$ cat src/rtl/core/lps_pkg.sv
// lps_pkg: shared types and constants for the line pattern search block.
// No dependencies; imported by lps_cell, lps_seg_ctrl, line_pattern_search and the bench.
package lps_pkg;

  localparam logic [7:0] CHAR_NL  = 8'd10;
  localparam logic [7:0] CHAR_SP  = 8'd32;
  localparam logic [7:0] CHAR_NUL = 8'd0;

  // Pattern registers hold 32 bytes; a wider chain has nothing to compare against.
  localparam int unsigned REG_BYTES = 32;

  localparam logic [9:0] DONE_MAX    = 10'd1023;
  localparam logic [9:0] LIMIT_RESET = 10'd251;

  localparam int unsigned CFG_IDX_W = 3;
  localparam int unsigned CFG_DATA_W = 64;
  localparam int unsigned PLEN_W = 6;

  typedef enum logic [CFG_IDX_W-1:0] {
    REG_PAT0  = 3'd0,
    REG_PAT1  = 3'd1,
    REG_PAT2  = 3'd2,
    REG_PAT3  = 3'd3,
    REG_PLEN  = 3'd4,
    REG_LIMIT = 3'd5
  } cfg_reg_t;

  // Per-byte command from the segment control to the cell chain.
  typedef struct packed {
    logic shift;   // word byte: advance the prefix-match chain
    logic clear;   // word or segment break: drop all partial matches
  } lps_step_t;

endpackage

$ cat src/rtl/core/lps_cell.sv
// lps_cell: one prefix-match cell; holds "last j+1 bytes equal pattern[0..j]".
// Depends on lps_pkg (lps_step_t).
module lps_cell (
  input  logic              clk,
  input  logic              rst_n,
  input  lps_pkg::lps_step_t step,
  input  logic [7:0]        byte_in,
  input  logic [7:0]        pat_byte,
  input  logic              prev_in,
  output logic              hit_nxt,
  output logic              hit_q
);
  import lps_pkg::*;

  logic hit_r;
  logic hit_nxt_c;

  always_comb begin
    priority if (step.clear) begin
      hit_nxt_c = 1'b0;
    end else if (step.shift) begin
      hit_nxt_c = prev_in && (byte_in == pat_byte);
    end else begin
      hit_nxt_c = hit_r;
    end
  end

  always_ff @(posedge clk) begin
    if (!rst_n) begin
      hit_r <= 1'b0;
    end else begin
      hit_r <= hit_nxt_c;
    end
  end

  assign hit_nxt = hit_nxt_c;
  assign hit_q   = hit_r;

endmodule

$ cat src/rtl/core/lps_seg_ctrl.sv
// lps_seg_ctrl: segment byte count, line limit, match flag and output register.
// Depends on lps_pkg (constants, lps_step_t).
module lps_seg_ctrl #(
  parameter int unsigned MAX_SEGMENT = 255
) (
  input  logic               clk,
  input  logic               rst_n,
  input  logic               in_accept,
  input  logic [7:0]         byte_value,
  input  logic               end_of_input,
  input  logic [9:0]         line_limit,
  input  logic               word_hit,
  output lps_pkg::lps_step_t step,
  output logic               in_ready,
  input  logic               out_ready,
  output logic               out_valid,
  output logic               out_matched,
  output logic [7:0]         out_segment_length,
  output logic [9:0]         out_segment_index
);
  import lps_pkg::*;

  // at least 8 bits so the length field is always a slice of the count
  localparam int unsigned CW = ($clog2(MAX_SEGMENT + 1) > 8) ? $clog2(MAX_SEGMENT + 1) : 8;

  logic [CW-1:0] cnt_r, cnt_nxt, cnt_inc;
  logic [9:0]    done_r, done_nxt;
  logic          seg_hit_r, seg_hit_nxt;
  logic          out_valid_r, out_valid_nxt;
  logic          out_matched_r;
  logic [7:0]    out_len_r;
  logic [9:0]    out_idx_r;
  logic          active, ends, sep, take, emit;

  assign active  = (done_r < line_limit);
  assign take    = in_accept && active;
  assign cnt_inc = cnt_r + CW'(1);
  assign ends    = (byte_value == CHAR_NL) || end_of_input || (cnt_inc >= CW'(MAX_SEGMENT));
  assign sep     = (byte_value == CHAR_SP) || (byte_value == CHAR_NUL);
  assign emit    = take && ends;

  assign step.shift = take && !ends && !sep;
  assign step.clear = take && (ends || sep);

  always_comb begin
    cnt_nxt     = cnt_r;
    done_nxt    = done_r;
    seg_hit_nxt = seg_hit_r;
    if (emit) begin
      cnt_nxt     = '0;
      seg_hit_nxt = 1'b0;
      if (done_r < DONE_MAX) begin
        done_nxt = done_r + 10'd1;
      end
    end else if (take) begin
      cnt_nxt = cnt_inc;
      if (word_hit) begin
        seg_hit_nxt = 1'b1;
      end
    end
    out_valid_nxt = (out_valid_r && !out_ready) || emit;
  end

  always_ff @(posedge clk) begin
    if (!rst_n) begin
      cnt_r       <= '0;
      done_r      <= '0;
      seg_hit_r   <= 1'b0;
      out_valid_r <= 1'b0;
    end else begin
      cnt_r       <= cnt_nxt;
      done_r      <= done_nxt;
      seg_hit_r   <= seg_hit_nxt;
      out_valid_r <= out_valid_nxt;
    end
  end

  // payload, no reset
  always_ff @(posedge clk) begin
    if (emit) begin
      out_matched_r <= seg_hit_r;
      out_len_r     <= cnt_inc[7:0];
      out_idx_r     <= done_r;
    end
  end

  assign in_ready           = !out_valid_r || out_ready;
  assign out_valid          = out_valid_r;
  assign out_matched        = out_matched_r;
  assign out_segment_length = out_len_r;
  assign out_segment_index  = out_idx_r;

endmodule

$ cat src/rtl/core/line_pattern_search.sv
// line_pattern_search: one byte accepted per cycle, sustained, while out_ready holds.
// The result of a segment is shown in the cycle after its ending byte is accepted.
// Throughput is set by the shift-and update of the whole cell chain on each accepted byte.
// Reset (rst_n low, synchronous): pattern cleared, length 0, limit 251, counters zero.
module line_pattern_search #(
  parameter int unsigned MAX_PATTERN = 32,
  parameter int unsigned MAX_SEGMENT = 255
) (
  input  logic        clk,
  input  logic        rst_n,
  // configuration write port
  input  logic        cfg_we,
  input  logic [2:0]  cfg_index,
  input  logic [63:0] cfg_data,
  // input request channel
  input  logic        in_valid,
  output logic        in_ready,
  input  logic [7:0]  in_byte_value,
  input  logic        in_end_of_input,
  // result request channel
  output logic        out_valid,
  input  logic        out_ready,
  output logic        out_matched,
  output logic [7:0]  out_segment_length,
  output logic [9:0]  out_segment_index
);
  import lps_pkg::*;

  // Cells past the 32 configurable pattern bytes could never match.
  localparam int unsigned NCELL = (MAX_PATTERN < REG_BYTES) ? MAX_PATTERN : REG_BYTES;

  // ---------------------------------------------------------------------
  // Configuration registers
  // ---------------------------------------------------------------------
  logic [3:0][63:0]    pattern_r;
  logic [PLEN_W-1:0]   plen_r;
  logic [9:0]          limit_r;

  always_ff @(posedge clk) begin
    if (!rst_n) begin
      pattern_r <= '0;
      plen_r    <= '0;
      limit_r   <= LIMIT_RESET;
    end else if (cfg_we) begin
      unique case (cfg_reg_t'(cfg_index))
        REG_PAT0:  pattern_r[0] <= cfg_data;
        REG_PAT1:  pattern_r[1] <= cfg_data;
        REG_PAT2:  pattern_r[2] <= cfg_data;
        REG_PAT3:  pattern_r[3] <= cfg_data;
        REG_PLEN:  plen_r       <= cfg_data[PLEN_W-1:0];
        REG_LIMIT: limit_r      <= cfg_data[9:0];
        default: ;  // unmapped index: ignored
      endcase
    end
  end

  // ---------------------------------------------------------------------
  // Segment control and output register
  // ---------------------------------------------------------------------
  lps_step_t  step;
  logic       in_accept;
  logic       word_hit;

  assign in_accept = in_valid && in_ready;

  lps_seg_ctrl #(
    .MAX_SEGMENT (MAX_SEGMENT)
  ) u_seg (
    .clk                (clk),
    .rst_n              (rst_n),
    .in_accept          (in_accept),
    .byte_value         (in_byte_value),
    .end_of_input       (in_end_of_input),
    .line_limit         (limit_r),
    .word_hit           (word_hit),
    .step               (step),
    .in_ready           (in_ready),
    .out_ready          (out_ready),
    .out_valid          (out_valid),
    .out_matched        (out_matched),
    .out_segment_length (out_segment_length),
    .out_segment_index  (out_segment_index)
  );

  // ---------------------------------------------------------------------
  // Cell chain (shift-and). Cell j is set when the current word ends in
  // pattern[0..j]; each word byte moves the set bits one cell up, gated by
  // that cell's pattern byte. Spaces, zero bytes and segment ends clear it.
  // Long words need no window: only prefix state is kept.
  // ---------------------------------------------------------------------
  logic [NCELL-1:0] cell_q;
  logic [NCELL-1:0] cell_nxt;
  logic [NCELL-1:0] len_sel;

  for (genvar j = 0; j < NCELL; j++) begin : g_cell
    logic prev;
    if (j == 0) begin : g_head
      assign prev = 1'b1;
    end else begin : g_link
      assign prev = cell_q[j-1];
    end

    lps_cell u_cell (
      .clk      (clk),
      .rst_n    (rst_n),
      .step     (step),
      .byte_in  (in_byte_value),
      .pat_byte (pattern_r[j/8][(j%8)*8 +: 8]),
      .prev_in  (prev),
      .hit_nxt  (cell_nxt[j]),
      .hit_q    (cell_q[j])
    );

    // Full match is the cell at pattern_length-1; length 0 or past the
    // chain selects nothing and so never matches.
    assign len_sel[j] = (plen_r == PLEN_W'(j + 1));
  end

  assign word_hit = step.shift && (|(cell_nxt & len_sel));

endmodule

$ cat config.mk
export PLATFORM = sky130hd
export DESIGN_NAME = line_pattern_search
export DESIGN_NICKNAME = d
export VERILOG_FILES = /design/src/rtl/core/lps_pkg.sv /design/src/rtl/core/lps_cell.sv /design/src/rtl/core/lps_seg_ctrl.sv /design/src/rtl/core/line_pattern_search.sv
export SDC_FILE = /design/constraint.sdc
export NUM_CORES = 1
export LEC_CHECK = 0
export BUFFER_PORTS_ARGS = -buffer_cell sky130_fd_sc_hd__buf_2
export CAP_MARGIN = 20
export CORE_MARGIN = 10
export CORE_UTILIZATION = 25
export DETAILED_ROUTE_END_ITERATION = 10
export SYNTH_ARGS = -nofsm -noshare
export SYNTH_HDL_FRONTEND = slang
export SYNTH_SLANG_ARGS = --single-unit
$ cat constraint.sdc
create_clock -name clk -period 8.4 [get_ports clk]
set_input_delay 0.84 -clock clk [delete_from_list [all_inputs] [get_ports clk]]
set_output_delay 0.84 -clock clk [all_outputs]
set_load 0.1 [all_outputs]
==> impl_results.md <==
- Max Slew Vio Count: 0
- Pwr Density: about 190 nW/um2
- Cell variety after synth: 67
- Global route total overflow: 0
- Period utilization: 43.5%
- Mapped cell area: about 17000 um2
- Max_slew headroom: 33.9%
- Hold Crit Depth: 2
- Post-route ant nets: 0
- CTS max path bufs: 3
- Outcome: completed
- Die Y: ~280 um
- Vias per cell: around 4.6
- # hold bufs at CTS: 0
- Post-place instance area: between 15000 and 20000 um2
- Initial Utilization: approximately a quarter
- Post-synth top area share: between 30% and 40%
- CP max stage delay: about 0.84 ns
- H-tree lvl count: 2
- Global-route wire length before repair: approximately 78000 um
- Crit path time final: 3.65 ns
- HPWL after DPL: approximately 32000 um
- Primary FF master, synth: dfxtp_1
- Fmax: about 270 MHz
- CP Data Required Time: 8.90 ns
- Post-DR wirelength/cell: 17.2 um
- Crit path cell chain: inv_1 > ha_1 > and3_1 > a221oi_2 > o221ai_4 > buf_4 > nand4b_1 > o21ai_0 > nand4_1 > a31oi_1 > o31a_1
- Post-route DRC: 0
- Total Wirelength: 50100 um
- Critical path depth: 11
- Final net count: between 2000 and 2500
- Syn Inst Count: ~2000
- Clock latency on the worst-skew pair: 0.56 ns
- Die width: 279 um
- Crit path DAT: between 4 and 5 ns
- Pin count of the biggest net entering global routing: roughly 110
- Core area: 66100 um2
- Root buf cell: clkbuf_16
- Worst vdd ir: around 120 uV
- Crit end category: flip-flop
- GRT Total Usage: 12.5%
- Share of cells above drive strength 1: between 10% and 20%
- Synthesis-stage register bit count: around 340
- Die ar.: between 70000 and 80000 um2
- CP startpoint kind: flip-flop
- Number of enable flip-flop cells after synthesis: 19
- Setup-failing EPs final: 0
- Tightest Hold Check Type: reg -> reg
- First-pass DRT Iterations: 5
- Antenna violations before repair: 16
- Iteration-0 DRC Markers: between 900 and 1000
- Cell type with the largest total area after synthesis: dfxtp_1
- Worst reg-to-reg path cell count: 11
- RSZ-0062 raised after global routing: no
- TritonCTS Buffers: 39
- IO Port Bufs: between 100 and 150
- Worst clock skew: around 0.029 ns
- Post-synthesis net count: 2087
- Post-cts gate resize count: 0
- Seq/Total Area, Yosys: 42.2%
- CTS sink cnt: roughly 340
- Delay-heaviest family, CP: compound AO/OA/AOI/OAI gates
- Max Cap Viol: 0
- Clock transition at path regs: around 0.060 ns
- Vias in the first global route: between 10000 and 15000
- Total negative setup slack: 0 ns
- Crit Path Max Fanout: 50
- FFs w/ async S/R, synth: 0%
- Top post-synthesis cells by area: dfxtp_1 39%, nand2_1 13%, xnor2_1 12%
- CP Class: reg -> reg
- WP buf/inv: 2
- Ys Warns: 0
- Via Count: 13288
- Buffer count from post-CTS setup fixing: 0
- TritonCTS clock tree: yes
- Critical path's slowest cell: nand4b_1
- RePlAce Congestion: 0.865
- Final hold violation count: 0
- Worst Tran Pin Value: 0.990 ns
- Site row count: between 90 and 100
- IO Count: 102
- Fin area: roughly 19000 um2
- Mapped Avg Cell Area: about 8.4 um2
- Area Overhead vs Synth: 14.5%
- P_leak: 6.14 nW
-- power by group --
part | internal [W] | total (W) | switching, W
registers | 0.00167 | 0.00170 | 0.0000235
clock network | 0.000954 | 0.00164 | 0.000689
logic | 0.000118 | 0.000327 | 0.000209
-- cell type report --
cell class	instances	area, um2
diodes	3	7.51
fillers	7083	46900
well taps	864	1080
flip-flops and latches	343	7060
inverters	17	63.8
repair buffers	124	684
clock buffers	61	1170
clock inverters	8	48.8
multi-input cells	1492	9050
-- placed cells by master (no fill, tap or decap), types with 5 or more instances in the layout --
master     instances
edfxtp_1          19
a21boi_1           7
buf_2            100
ha_1              12
xor2_1            44
mux2i_1           10
clkbuf_1          11
o21ai_0           12
a21boi_0         259
clkinv_2           5
a31oi_1            6
o211ai_1           7
a21oi_1           17
inv_1             17
nand4_1           41
nor3_1            26
buf_4             23
xnor2_1          228
dfxtp_1          324
nor2b_1           41
a22oi_1           15
nand3_1           38
nor4_1            30
nand2_1          581
clkbuf_8          11
clkbuf_16         39
nor2_1            24
and2_1            15
-- cells by family (layout without fill, tap and decap cells) --
group	after synthesis	count (layout)	synth area share [%]
compound gates	357	357	15.9
xor+xnor	273	273	14.3
fa+ha+maj	12	12	0.897
buf+inv	159	210	3.89
flops	343	343	42.2
mux	11	11	0.665
other cells	0	3	0
simple gates	839	839	22.2
-- through the flow --
| stage | util, % | worst slack, ns | hold WS [ns] | power [W] | std cells |
|---|---|---|---|---|---|
| finish | 29.0 | 4.75 | 0.469 | 0.00367 | 2912 |
| global placement | 27.1 | 4.74 | 0.458 | 0.00206 | 2839 |
| CTS | 29.0 | 4.74 | 0.470 | 0.00370 | 2908 |
| floorplan | - | 4.59 | 0.442 | 0.00196 | 1994 |
| detailed placement | 27.1 | 4.67 | 0.463 | 0.00206 | 2839 |
| global route | 29.0 | 4.49 | 0.491 | 0.00380 | 2910 |
-- layer usage --
layer	vias up	wire, um	global-route usage, %
li1	6659	-	-
met1	6252	22900	16.1
met2	278	23500	21.3
met3	81	2720	2.64
met4	18	906	2.73
met5	-	115	0
-- worst paths after layout --
| kind | startpoint | endpoint | slack, ns |
|---|---|---|---|
| min | limit_r[9] | limit_r[9] | 0.47 |
| max | limit_r[5] | u_seg.seg_hit_r | 4.75 |
| min reg2reg | limit_r[9] | limit_r[9] | 0.47 |
| max reg2reg | limit_r[5] | u_seg.seg_hit_r | 4.75 |
-- cells in the mapped netlist, types with 3 or more instances --
master    instances
nand2_1         583
or3_1             4
buf_2            31
a21boi_1          7
mux2i_1          10
and4b_1           3
xor2_1           44
nor4_1           30
a31oi_1           6
a22oi_1          15
inv_1            17
o21ai_0          12
xnor2_1         228
ha_1             12
a21boi_0        259
nor2_1           26
nand4_1          41
or2_2             3
a32oi_1           3
nor3_1           26
nand3_1          39
edfxtp_1         19
clkbuf_1         98
o211ai_1          7
o21ai_1           4
and2_1           17
nor2b_1          41
nand2b_1          4
and3_1            5
dfxtp_1         324
a21oi_1          17
buf_1            10
-- state kept, by name (all words and copies together) (netlist names) --
register and count:
pattern_r 256, g_cell.u_cell.hit_q 32, limit_r 10, u_seg.done_r 10
u_seg.out_segment_index 10, u_seg.cnt_r 8, u_seg.out_segment_length 8, plen_r 6
u_seg.out_matched 1, u_seg.out_valid 1, u_seg.seg_hit_r 1
-- worst min-delay path, cell delays in order, from the launching register on --
cell and delay, ns:
dfxtp_1 0.31, nand2_1 0.05, a21boi_0 0.06
(Power assumes the default switching activity.)
